File: config.mk
export PLATFORM = sky130hd
export DESIGN_NAME = longest_remaining_time_first_scheduler_core
export DESIGN_NICKNAME = d
export VERILOG_FILES = /design/src/design/lrtf_pkg.sv /design/src/design/longest_remaining_time_first_scheduler_core.sv /design/src/design/lrtf_front.sv /design/src/design/lrtf_engine.sv
export SDC_FILE = /design/constraint.sdc
export NUM_CORES = 2
export LEC_CHECK = 0
export BUFFER_PORTS_ARGS = -buffer_cell sky130_fd_sc_hd__buf_2
export CORE_AREA = 2 2 326 328
export CTS_BUF_LIST = sky130_fd_sc_hd__clkbuf_4
export CTS_CLUSTER_DIAMETER = 150
export DETAILED_ROUTE_END_ITERATION = 8
export DIE_AREA = 0 0 328 330
export GPL_ROUTABILITY_DRIVEN = 0
export GPL_TIMING_DRIVEN = 0
export PLACE_DENSITY = 0.77
export SYNTH_ARGS = -nofsm -noshare
export SYNTH_HDL_FRONTEND = slang
export SYNTH_SLANG_ARGS = --single-unit
File: constraint.sdc
create_clock -name clk_i -period 13.55 [get_ports clk_i]
set_input_delay 2.71 -clock clk_i [delete_from_list [all_inputs] [get_ports clk_i]]
set_output_delay 2.71 -clock clk_i [all_outputs]
set_load 0.02 [all_outputs]
File: src/design/lrtf_pkg.sv
// Shared types and constants for the longest-remaining-time-first scheduler.
`default_nettype none
package lrtf_pkg;

  localparam int unsigned MAX_JOBS  = 16;
  localparam int unsigned SLOT_W    = $clog2(MAX_JOBS);
  localparam logic [SLOT_W-1:0] LAST_SLOT = SLOT_W'(MAX_JOBS - 1);

  typedef enum logic {
    OP_ADD  = 1'b0,
    OP_TICK = 1'b1
  } op_e;

  typedef enum logic [1:0] {
    ST_ADDED = 2'd0,
    ST_FULL  = 2'd1,
    ST_RAN   = 2'd2,
    ST_IDLE  = 2'd3
  } status_e;

  typedef struct packed {
    logic        action;
    logic [7:0]  job_id;
    logic [15:0] burst;
  } in_t;

  typedef struct packed {
    logic [1:0]  status;
    logic [7:0]  run_id;
    logic        finished;
    logic [31:0] completion_time;
    logic [31:0] turnaround;
    logic [31:0] waiting;
  } out_t;

  typedef struct packed {
    op_e         op;
    logic [7:0]  job_id;
    logic [15:0] burst;
  } cmd_t;

  typedef struct packed {
    logic valid;
    cmd_t cmd;
  } cmd_stat_t;

endpackage
`default_nettype wire

File: src/design/longest_remaining_time_first_scheduler_core.sv
// An add item passes through the command queue and is answered from the result register.
// A tick item scans every table slot in turn and then commits; the engine takes no other
// item until that commit is done. Adds are taken one per cycle while out_stall_i is low.
// A two-entry command queue keeps taking items while the engine scans or a result waits.
// Reset (rst_ni low, asynchronous) empties the queue, the job table and the result
// register and clears time and the running job.
// Top level of the longest-remaining-time-first scheduler.
`default_nettype none
module longest_remaining_time_first_scheduler_core (
  input  wire logic            clk_i,
  input  wire logic            rst_ni,
  input  wire logic            in_valid_i,
  output logic                 in_stall_o,
  input  wire lrtf_pkg::in_t   in_i,
  output logic                 out_valid_o,
  input  wire logic            out_stall_i,
  output lrtf_pkg::out_t       out_o
);

  lrtf_pkg::cmd_stat_t cmd;
  logic                pop;

  lrtf_front u_front (
    .clk_i      (clk_i),
    .rst_ni     (rst_ni),
    .in_valid_i (in_valid_i),
    .in_stall_o (in_stall_o),
    .in_i       (in_i),
    .cmd_o      (cmd),
    .pop_i      (pop)
  );

  lrtf_engine u_engine (
    .clk_i       (clk_i),
    .rst_ni      (rst_ni),
    .cmd_i       (cmd),
    .pop_o       (pop),
    .out_valid_o (out_valid_o),
    .out_stall_i (out_stall_i),
    .out_o       (out_o)
  );

endmodule
`default_nettype wire

File: src/design/lrtf_front.sv
// Front end: accepts items, decodes the action and queues commands for the engine.
`default_nettype none
module lrtf_front (
  input  wire logic                 clk_i,
  input  wire logic                 rst_ni,
  input  wire logic                 in_valid_i,
  output logic                      in_stall_o,
  input  wire lrtf_pkg::in_t        in_i,
  output lrtf_pkg::cmd_stat_t       cmd_o,
  input  wire logic                 pop_i
);

  lrtf_pkg::cmd_t entry_q [2];
  logic           wr_ptr_q;
  logic           rd_ptr_q;
  logic [1:0]     cnt_q;
  logic [1:0]     cnt_d;
  logic           push;
  logic           pop;
  lrtf_pkg::cmd_t new_cmd;

  assign in_stall_o = (cnt_q == 2'd2);
  assign push       = in_valid_i && !in_stall_o;
  assign pop        = pop_i && (cnt_q != 2'd0);

  always_comb begin
    new_cmd.op     = in_i.action ? lrtf_pkg::OP_TICK : lrtf_pkg::OP_ADD;
    new_cmd.job_id = in_i.job_id;
    new_cmd.burst  = in_i.burst;
  end

  always_comb begin
    cnt_d = cnt_q;
    if (push && !pop) begin
      cnt_d = cnt_q + 2'd1;
    end else if (pop && !push) begin
      cnt_d = cnt_q - 2'd1;
    end
  end

  always_ff @(posedge clk_i or negedge rst_ni) begin
    if (!rst_ni) begin
      wr_ptr_q <= 1'b0;
      rd_ptr_q <= 1'b0;
      cnt_q    <= 2'd0;
    end else begin
      cnt_q <= cnt_d;
      if (push) begin
        wr_ptr_q <= !wr_ptr_q;
      end
      if (pop) begin
        rd_ptr_q <= !rd_ptr_q;
      end
    end
  end

  always_ff @(posedge clk_i) begin
    if (push) begin
      entry_q[wr_ptr_q] <= new_cmd;
    end
  end

  assign cmd_o.valid = (cnt_q != 2'd0);
  assign cmd_o.cmd   = entry_q[rd_ptr_q];

endmodule
`default_nettype wire

File: src/design/lrtf_engine.sv
// Back end: job table, slot scan, tick commit and result register.
`default_nettype none
module lrtf_engine (
  input  wire logic                 clk_i,
  input  wire logic                 rst_ni,
  input  wire lrtf_pkg::cmd_stat_t  cmd_i,
  output logic                      pop_o,
  output logic                      out_valid_o,
  input  wire logic                 out_stall_i,
  output lrtf_pkg::out_t            out_o
);

  typedef enum logic [1:0] {
    S_IDLE,
    S_SCAN,
    S_COMMIT
  } state_e;

  localparam int unsigned SW = lrtf_pkg::SLOT_W;

  // job table payload
  logic [7:0]  id_q   [lrtf_pkg::MAX_JOBS];
  logic [31:0] arr_q  [lrtf_pkg::MAX_JOBS];
  logic [15:0] bur_q  [lrtf_pkg::MAX_JOBS];
  logic [15:0] rem_q  [lrtf_pkg::MAX_JOBS];
  logic [lrtf_pkg::MAX_JOBS-1:0] valid_q;

  state_e         state_q;
  logic [SW-1:0]  scan_idx_q;
  logic [31:0]    time_q;
  logic [SW-1:0]  running_slot_q;
  logic           running_valid_q;
  logic           have_best_q;
  logic [SW-1:0]  best_idx_q;
  logic [15:0]    best_rem_q;
  logic [31:0]    best_arr_q;
  logic           run_ok_q;
  logic [15:0]    run_rem_q;
  logic           out_valid_q;
  lrtf_pkg::out_t out_q;

  logic           out_free;
  logic [SW-1:0]  rd_idx;
  logic           rd_v;
  logic [7:0]     rd_id;
  logic [31:0]    rd_arr;
  logic [15:0]    rd_bur;
  logic [15:0]    rd_rem;
  logic           cand_better;
  logic           run_keep;
  logic [SW-1:0]  pick_idx;
  logic [31:0]    time_next;
  logic [31:0]    tat;
  logic [31:0]    wt;
  logic           finish;
  logic           free_found;
  logic [SW-1:0]  free_idx;
  logic           add_go;
  logic           commit_go;
  lrtf_pkg::out_t add_res;
  lrtf_pkg::out_t tick_res;

  assign out_free  = !out_valid_q || !out_stall_i;
  assign run_keep  = run_ok_q && !(best_rem_q > run_rem_q);
  assign pick_idx  = run_keep ? running_slot_q : best_idx_q;
  assign rd_idx    = (state_q == S_COMMIT) ? pick_idx : scan_idx_q;
  assign rd_v      = valid_q[rd_idx];
  assign rd_id     = id_q[rd_idx];
  assign rd_arr    = arr_q[rd_idx];
  assign rd_bur    = bur_q[rd_idx];
  assign rd_rem    = rem_q[rd_idx];
  assign time_next = time_q + 32'd1;
  assign tat       = time_next - rd_arr;
  assign wt        = tat - {16'd0, rd_bur};
  assign finish    = (rd_rem <= 16'd1);

  // strict compares keep the earlier slot on a full tie
  assign cand_better = rd_v && (!have_best_q || (rd_rem > best_rem_q) ||
                       ((rd_rem == best_rem_q) && (rd_arr < best_arr_q)));

  always_comb begin
    free_found = 1'b0;
    free_idx   = '0;
    for (int i = lrtf_pkg::MAX_JOBS - 1; i >= 0; i--) begin
      if (!valid_q[i]) begin
        free_found = 1'b1;
        free_idx   = SW'(i);
      end
    end
  end

  assign add_go    = (state_q == S_IDLE) && cmd_i.valid &&
                     (cmd_i.cmd.op == lrtf_pkg::OP_ADD) && out_free;
  assign pop_o     = (state_q == S_IDLE) && cmd_i.valid &&
                     ((cmd_i.cmd.op == lrtf_pkg::OP_TICK) || out_free);
  assign commit_go = (state_q == S_COMMIT) && out_free;

  always_comb begin
    add_res        = '0;
    add_res.status = free_found ? lrtf_pkg::ST_ADDED : lrtf_pkg::ST_FULL;
  end

  always_comb begin
    tick_res = '0;
    if (!have_best_q) begin
      tick_res.status = lrtf_pkg::ST_IDLE;
    end else begin
      tick_res.status = lrtf_pkg::ST_RAN;
      tick_res.run_id = rd_id;
      if (finish) begin
        tick_res.finished        = 1'b1;
        tick_res.completion_time = time_next;
        tick_res.turnaround      = tat;
        tick_res.waiting         = wt;
      end
    end
  end

  always_ff @(posedge clk_i or negedge rst_ni) begin
    if (!rst_ni) begin
      state_q         <= S_IDLE;
      scan_idx_q      <= '0;
      time_q          <= 32'd0;
      running_slot_q  <= '0;
      running_valid_q <= 1'b0;
      have_best_q     <= 1'b0;
      best_idx_q      <= '0;
      best_rem_q      <= 16'd0;
      best_arr_q      <= 32'd0;
      run_ok_q        <= 1'b0;
      run_rem_q       <= 16'd0;
      valid_q         <= '0;
      out_valid_q     <= 1'b0;
      out_q           <= '0;
    end else begin
      if (add_go || commit_go) begin
        out_valid_q <= 1'b1;
      end else if (out_valid_q && !out_stall_i) begin
        out_valid_q <= 1'b0;
      end
      case (state_q)
        S_IDLE: begin
          if (add_go) begin
            out_q <= add_res;
            if (free_found) begin
              valid_q[free_idx] <= 1'b1;
            end
          end else if (pop_o) begin
            scan_idx_q  <= '0;
            have_best_q <= 1'b0;
            run_ok_q    <= 1'b0;
            state_q     <= S_SCAN;
          end
        end
        S_SCAN: begin
          if (cand_better) begin
            have_best_q <= 1'b1;
            best_idx_q  <= scan_idx_q;
            best_rem_q  <= rd_rem;
            best_arr_q  <= rd_arr;
          end
          if (scan_idx_q == running_slot_q) begin
            run_ok_q  <= running_valid_q && rd_v;
            run_rem_q <= rd_rem;
          end
          if (scan_idx_q == lrtf_pkg::LAST_SLOT) begin
            state_q <= S_COMMIT;
          end else begin
            scan_idx_q <= scan_idx_q + SW'(1);
          end
        end
        S_COMMIT: begin
          if (commit_go) begin
            time_q  <= time_next;
            out_q   <= tick_res;
            state_q <= S_IDLE;
            if (!have_best_q) begin
              running_valid_q <= 1'b0;
            end else if (finish) begin
              valid_q[pick_idx] <= 1'b0;
              running_valid_q   <= 1'b0;
              running_slot_q    <= '0;
            end else begin
              running_valid_q <= 1'b1;
              running_slot_q  <= pick_idx;
            end
          end
        end
        default: begin
          state_q <= S_IDLE;
        end
      endcase
    end
  end

  always_ff @(posedge clk_i) begin
    if (add_go && free_found) begin
      id_q[free_idx]  <= cmd_i.cmd.job_id;
      arr_q[free_idx] <= time_q;
      bur_q[free_idx] <= cmd_i.cmd.burst;
      rem_q[free_idx] <= cmd_i.cmd.burst;
    end else if (commit_go && have_best_q && !finish) begin
      rem_q[pick_idx] <= rd_rem - 16'd1;
    end
  end

  assign out_valid_o = out_valid_q;
  assign out_o       = out_q;

`ifndef SYNTHESIS
  a_running_slot_live: assert property (@(posedge clk_i) disable iff (!rst_ni)
    running_valid_q |-> valid_q[running_slot_q])
    else $error("running slot is not occupied");

  a_pick_live: assert property (@(posedge clk_i) disable iff (!rst_ni)
    (state_q == S_COMMIT && have_best_q) |-> valid_q[pick_idx])
    else $error("picked slot is not occupied");

  a_scan_step: assert property (@(posedge clk_i) disable iff (!rst_ni)
    (state_q == S_SCAN && scan_idx_q != lrtf_pkg::LAST_SLOT) |=>
      (state_q == S_SCAN && scan_idx_q == $past(scan_idx_q) + SW'(1)))
    else $error("slot scan skipped or stopped");

  a_time_on_tick: assert property (@(posedge clk_i) disable iff (!rst_ni)
    !commit_go |=> $stable(time_q))
    else $error("time moved outside a tick commit");
`endif

endmodule
`default_nettype wire
Word level (Yosys, flattened, before mapping)
Memories as Yosys holds them, arrays and structs flattened.
Cells that the tools add are included.
{ "totals": {"reg_bits": 241, "mem_bits_rw": 1202, "in_bits": 29, "output_inout_bits": 109, "word_cells": 201, "mem_count": 5} }
{ "memory_table": {"columns": ["name", "words", "width", "rd", "rd_ports_with_merged_regs", "write_ports", "line_no", "rtl"], "rows": [
  ["u_engine.arr_q", 16, 32, 1, 0, 1, "lrtf_engine.sv:23", "logic [31:0] arr_q [lrtf_pkg::MAX_JOBS];"],
  ["u_engine.bur_q", 16, 16, 1, 0, 1, "lrtf_engine.sv:24", "logic [15:0] bur_q [lrtf_pkg::MAX_JOBS];"],
  ["u_engine.rem_q", 16, 16, 1, 0, 1, "lrtf_engine.sv:25", "logic [15:0] rem_q [lrtf_pkg::MAX_JOBS];"],
  ["u_engine.id_q", 16, 8, 1, 0, 1, "lrtf_engine.sv:22", "logic [7:0] id_q [lrtf_pkg::MAX_JOBS];"],
  ["u_front.entry_q", 2, 25, 1, 0, 1, "lrtf_front.sv:13", "lrtf_pkg::cmd_t entry_q [2];"]
]} }
{ "classes": {"n_addsub": 7, "n_lt_le_gt_ge": 9, "n_eq_ne": 17, "muxes": 86, "bitwise_logic": 4, "n_reduce_logical": 51} }
{ "ops": {"columns": ["cell", "count"], "rows": [
  ["two-way mux 107 bit", 2],
  ["one-hot mux 107 bit (2 select lines)", 1],
  ["two-way mux 105 bit", 1],
  ["two-way mux 97 bit", 1],
  ["two-way mux 16 bit", 6],
  ["two-way mux 4 bit", 23],
  ["two-way mux 1 bit", 38],
  ["adder 32 x 1 -> 32 bit, second input constant", 1],
  ["greater-than comparator 16 bit", 2],
  ["less-than comparator 32 bit", 1],
  ["one-hot mux 16 bit (2 select lines)", 1],
  ["subtractor 32 x 16 -> 32 bit", 1],
  ["subtractor 32 bit", 1],
  ["logical AND 1 bit", 19],
  ["AND 16 bit", 1],
  ["equality test 16 bit", 1],
  ["<= comparator 16 x 1 -> 1 bit, second input constant", 1],
  ["!= test 2 x 1 -> 1 bit, second input constant", 8],
  ["NOT 16 bit", 1],
  ["bitwise OR 16 bit", 1],
  ["AND reduction 4 bit", 4],
  ["OR reduction 16 bit", 1],
  ["subtractor 16 x 1 -> 16 bit, second input constant", 1],
  ["less-than comparator 4 x 5 -> 1 bit, second input constant", 3],
  ["other kinds (23)", 54]
]} }

Longest topological paths before layout
{ "depth": {"word_depth": 24, "depth_mapped": 44, "mapped_depth_nobuf": 36} }

Hierarchy
Synthesis repeated with hierarchy kept, for this count alone.
{ "hier_totals": {"hier_cells": 5121, "area_unflattened_um2": 62557.5} }
{ "by_module_without_submodules": {"columns": ["module", "instances", "cells_each", "area_per_inst_um2", "seq_area_each_um2"], "rows": [
  ["lrtf_engine", 1, 5024, 60451.7, 40523.9],
  ["lrtf_front", 1, 97, 2105.8, 1601.5]
]} }

Worst setup path after synthesis
Ideal clock, no wire load.
{ "synth_path": {"kind": "reg-to-reg", "startpoint": "reg u_engine.best_rem_q[14]", "endpoint": "reg u_engine.out_q, in the netlist u_engine.out_o[28]", "setup_ns": 0.121, "t_arrival_ns": 8.130, "required_time_ns": 13.429, "slack_ns": 5.299, "path_stages_with_launch": 43, "n_path_buf": 9, "synth_period_minus_slack_ns": 8.251, "path_cell_list": "dfrtp_1 -> ha_1 -> nand4_1 -> or2_1 -> a211oi_2 -> or3_1 -> buf_6 -> nand3_2 -> a31oi_2 -> buf_4 -> buf_2 -> buf_2 -> buf_2 -> buf_2 -> clkbuf_1 -> clkbuf_1 -> clkbuf_1 -> nand2_1 -> (+7 left out) -> xnor2_1 -> xnor2_1 -> ha_1 -> inv_1 -> o21ai_0 -> a21oi_1 -> o21ai_0 -> a21oi_1 -> o21bai_1 -> a21oi_1 -> o21bai_1 -> a21oi_1 -> o211a_1 -> o21ai_0 -> nor4_2 -> nand2_1 -> xor2_1 -> a22o_1"} }
{ "synth_between": {"elab_chain_len": 12, "word_cells_on_any_way": 15, "classes_between": "add/sub: 2; order compare: 2; mux: 6; reduce/logical: 2; memory: 3"} }
{ "synth_lines": {"columns": ["element", "line_no", "rtl"], "rows": [
  ["start, declared", "lrtf_engine.sv:35", "logic [15:0] best_rem_q;"],
  ["start signal, assigned", "lrtf_engine.sv:159", "best_rem_q <= rd_rem;"],
  ["greater-than comparator 16 bit", "lrtf_engine.sv:64", "assign run_keep = run_ok_q && !(best_rem_q > run_rem_q);"],
  ["zero test 1 bit", "lrtf_engine.sv:64", null],
  ["logical AND 1 bit", "lrtf_engine.sv:64", null],
  ["two-way mux 4 bit", "lrtf_engine.sv:65", "assign pick_idx = run_keep ? running_slot_q : best_idx_q;"],
  ["two-way mux 4 bit", "lrtf_engine.sv:66", "assign rd_idx = (state_q == S_COMMIT) ? pick_idx : scan_idx_q;"],
  ["memory read (16 x 32 bit)", null, null],
  ["named net u_engine.rd_arr[2]", "lrtf_engine.sv:46", "logic [31:0] rd_arr;"],
  ["subtractor 32 bit", "lrtf_engine.sv:73", "assign tat = time_next - rd_arr;"],
  ["subtractor 32 x 16 -> 32 bit", "lrtf_engine.sv:74", "assign wt = tat - {16'd0, rd_bur};"],
  ["two-way mux 97 bit", "lrtf_engine.sv:110", "if (finish) begin"],
  ["two-way mux 105 bit", "lrtf_engine.sv:105", "if (!have_best_q) begin"],
  ["two-way mux 107 bit", "lrtf_engine.sv:173", "if (commit_go) begin"],
  ["one-hot mux 107 bit (2 select lines)", "lrtf_engine.sv:141", "case (state_q)"],
  ["end signal, assigned", "lrtf_engine.sv:144", "out_q <= add_res;"],
  ["end signal, assigned", "lrtf_engine.sv:175", "out_q <= tick_res;"],
  ["end, declared", "lrtf_engine.sv:40", "lrtf_pkg::out_t out_q;"]
]} }
The timed path passes the listed nets, and every way through them passes these cells. The select of a mux whose other input is x is not followed.
A chain may end at the register's enable or synchronous reset.

Worst setup path in the final report
{ "layout_path": {"startpoint": "reg u_engine.best_rem_q[15]", "endpoint": "reg u_engine.out_q, in the netlist u_engine.out_o[31]"} }
The elaborated chain is that of the path after synthesis.

==> results_dict.tcl <==
set metrics [dict create \
    combPwrFrac_pct 43.5 \
    cp_common_cell "clkbuf_1" \
    critPathLaunchType "register" \
    place_inst 6584 \
    ys.warnings.count 0 \
    cts_made_buffers 370 \
    crit_slowest_cell "clkbuf_1" \
    ys_seq_area_share_pct 67.40 \
    route.detailed.drc 0 \
    final_design_area_no_fill_mm2 0.07087 \
    synth_area_leaders "edfxtp_1 (58%), dfrtp_1 (9.6%), nand2_1 (7.0%)" \
    worstSetupStartpoint "u_engine.best_rem_q[15]" \
    setup_viol 0 \
    max_freq_mhz 81.69 \
    via_per_inst 6.310 \
    synthArstFlopShare_pct 16.70 \
    drive_gt1_share_pct 16.11 \
    first_pass_iters 9 \
    worstPathMaxFanout 10 \
    syn_inst 5001 \
    vias 45510 \
    fill_cells 7350 \
    status "completed" \
    ys_seq_elements 1443 \
    cp.depth 39 \
    final-max-slew-violation-count 0 \
    wl_per_cell_um 25.24 \
    cts_buffer_depth 4 \
    setup_tns_ns 0 \
    skew_ns 0.1289 \
    grt_usage_pct 33.43 \
    die_h_um 330 \
    min_from "u_engine.out_o[22]" \
    cp_top_family "buffers and inverters" \
    maxCapViolations 0 \
    num-nets-final 5710 \
    rows 119 \
    synth.cell_area_mm2 0.06250 \
    worst-r2r-cell-count 39 \
    timing.final.crit_share_pct 90.35 \
    clkPwrFrac_pct 22.7 \
    yosysTopAreaCell "edfxtp_1" \
    placed_area_mm2 0.06624 \
    cp.buffers_inverters 8 \
    synth_top_area_share_pct 57.75 \
    dp_hpwl_um 124400 \
    post_cts_buffers 0 \
    cts.clk_slew.worst_paths_ns 0.07 \
    tightest_slew_ns 1.441 \
    p_leak_uw 0.02783 \
    cts_tree "done" \
    synth_commonest_cells "edfxtp_1 (1202), nand2_1 (1169), nand3_1 (449)" \
    arrival_ns 13.36 \
    clock-sinks 1443 \
    ys.flop_type "edfxtp_1" \
    r2r_setup_slack_ns 1.31 \
    seq_power_share_pct 33.8 \
    routed_wl_um 182000 \
    pin_count 138 \
    grt-ovfl-total 0 \
    insertion_delay_ns 1.26 \
    grt_max_degree 109 \
    ctsHoldBuffers 0 \
    cts_resized 0 \
    hold_viol 0 \
    period_minus_slack_ns 12.24 \
    syn_area_per_cell_um2 12.50 \
    internal_power_uw 9579 \
    hold_class "register to register" \
    cp-endpoint "u_engine.out_o[31]" \
    swShare_pct 41.42 \
    dieArea_mm2 0.1082 \
    antenna_found_initial 11 \
    ys_types 86 \
    power.switching_uw 6773 \
    die_w_um 328 \
    layout.cells.non_filler 7213 \
    grt_pass1_vias 43880 \
    grt_pass1_wl_um 267200 \
    drt_iter0_drc 6658 \
    irDropWorstVdd_mv 0.1229 \
    cp_slowest_stage_delay_ns 0.76 \
    clockRootBuffer "clkbuf_4" \
    worst_slew_margin_rel_pct 3.901 \
    rsz0062_at_grt "false" \
    crit-reg2reg-capture "u_engine.out_o[31]" \
    critPathCaptureType "register" \
    synthMostInstantiatedCell "edfxtp_1" \
    syn-num-nets 5146 \
    core_mm2 0.1047 \
    worstSetupPathType "register to register" \
    power.density_mw_per_mm2 230.7 \
    start_util_pct 59.71 \
    area_growth_pct 13.38 \
    reg2reg_from "u_engine.best_rem_q[15]" \
    ant_nets 0 \
    h-tree-depth 5 \
    port_buffers 137 \
    synth-edff-count 1202 \
    cp.required_ns 14.66 \
]
## power by group through the flow
stage / logic, uW / registers (uW) / clock network, uW
after CTS: 6910 / 5520 / 3740
after global placement: 6590 / 5620 / 0
final: 7110 / 5520 / 3720
after detailed placement: 6850 / 5610 / 0
after floorplan: 4470 / 5570 / 0
after global routing: 7580 / 5550 / 3970
## state kept, by name, indices dropped and copies added, names as in the netlist, 16 cells and up
signal and cells:
u_engine.arr_q 512, u_engine.best_arr_q 32, u_engine.best_rem_q 16, u_engine.bur_q 256, u_engine.id_q 128, u_engine.out_o 107, u_engine.rem_q 256, u_engine.run_rem_q 16
u_engine.time_q 32, u_engine.valid_q 16, u_front.entry_q 50
## worst min path at each step
stage / slack, ns / end / cells past startpoint
after global placement: 0.45 / u_engine.out_o[22] / 2
final: 0.47 / u_engine.out_o[22] / 2
after global routing: 0.50 / u_engine.run_ok_q / 2
after floorplan: 0.45 / u_engine.running_valid_q / 2
after CTS: 0.47 / u_engine.out_o[22] / 2
after detailed placement: 0.46 / u_engine.out_o[22] / 2
## cell usage in the layout, fill, tap and decap left out, types with 17 or more instances in the layout
| cell | Yosys | routed |
|---|---|---|
| edfxtp_1 | 1202 | 1202 |
| nand2_1 | 1169 | 1169 |
| clkbuf_4 | 0 | 537 |
| nand3_1 | 449 | 449 |
| dfrtp_1 | 241 | 241 |
| clkbuf_1 | 217 | 217 |
| mux2i_1 | 180 | 180 |
| buf_2 | 29 | 165 |
| inv_1 | 144 | 144 |
| a311oi_1 | 127 | 127 |
| and3_1 | 117 | 117 |
| ha_1 | 114 | 114 |
| o21ai_0 | 100 | 100 |
| a21oi_1 | 77 | 77 |
| nor2_1 | 99 | 74 |
| xnor2_1 | 74 | 74 |
| mux2_2 | 67 | 67 |
| a31oi_1 | 64 | 63 |
| a22o_1 | 59 | 59 |
| clkinv_1 | 0 | 58 |
| xor2_1 | 56 | 56 |
| a21o_1 | 40 | 40 |
| nor3_1 | 34 | 34 |
| nand4_1 | 33 | 33 |
| buf_1 | 27 | 27 |
| a211oi_1 | 21 | 21 |
| buf_12 | 0 | 20 |
| buf_16 | 0 | 19 |
| nand2b_1 | 17 | 17 |
| a31o_2 | 17 | 17 |
| o31ai_1 | 17 | 17 |
## metrics by stage
stage,hold WS [ns],util (%),total power (uW),setup slack [ns]
after floorplan,0.4468,-,10040,5.299
after global placement,0.4534,62.03,12210,1.649
after detailed placement,0.4556,63.28,12460,1.886
after CTS,0.4682,67.69,16160,1.732
after global routing,0.4999,67.70,17100,0.8299
final,0.4661,67.71,16350,1.308
## cells by family after synthesis
family                   after synthesis  share of synthesized area (%)
adder cells (fa/ha/maj)              116                          2.346
AO/OA/AOI/OAI                        619                          7.184
AND/OR/NAND/NOR                     2016                          14.32
multiplexers                         252                          4.258
buffers and inverters                425                          2.676
XOR/XNOR                             130                          1.822
flip-flops                          1443                          67.40
## final cells by class
cell class                 count  area, um^2  area share [%]
inverter                     144       540.5          0.7627
clock inverter                86       586.8          0.8280
clock buffer                 537        4031           5.688
buffer                       281        1132           1.598
timing repair buffer         192        1833           2.586
tap                         1391        1740           2.456
multi-input combinational   3133       18860           26.62
sequential                  1443       42130           59.44
antenna                        6       15.01         0.02119
## tightest hold or removal path, cell delays in order, from the launching register on
cell and delay [ns]:
dfrtp_1 0.34, nand2_1 0.05, nand2_1 0.05
## per-layer routing
metal  share of wire, %  global-route usage, %
met5              0.025                      0
met3                 13                  8.882
met1                 36                  43.40
met2                 46                  51.46
met4                5.9                  18.90
Note: power is estimated with default switching activity, not from simulation.
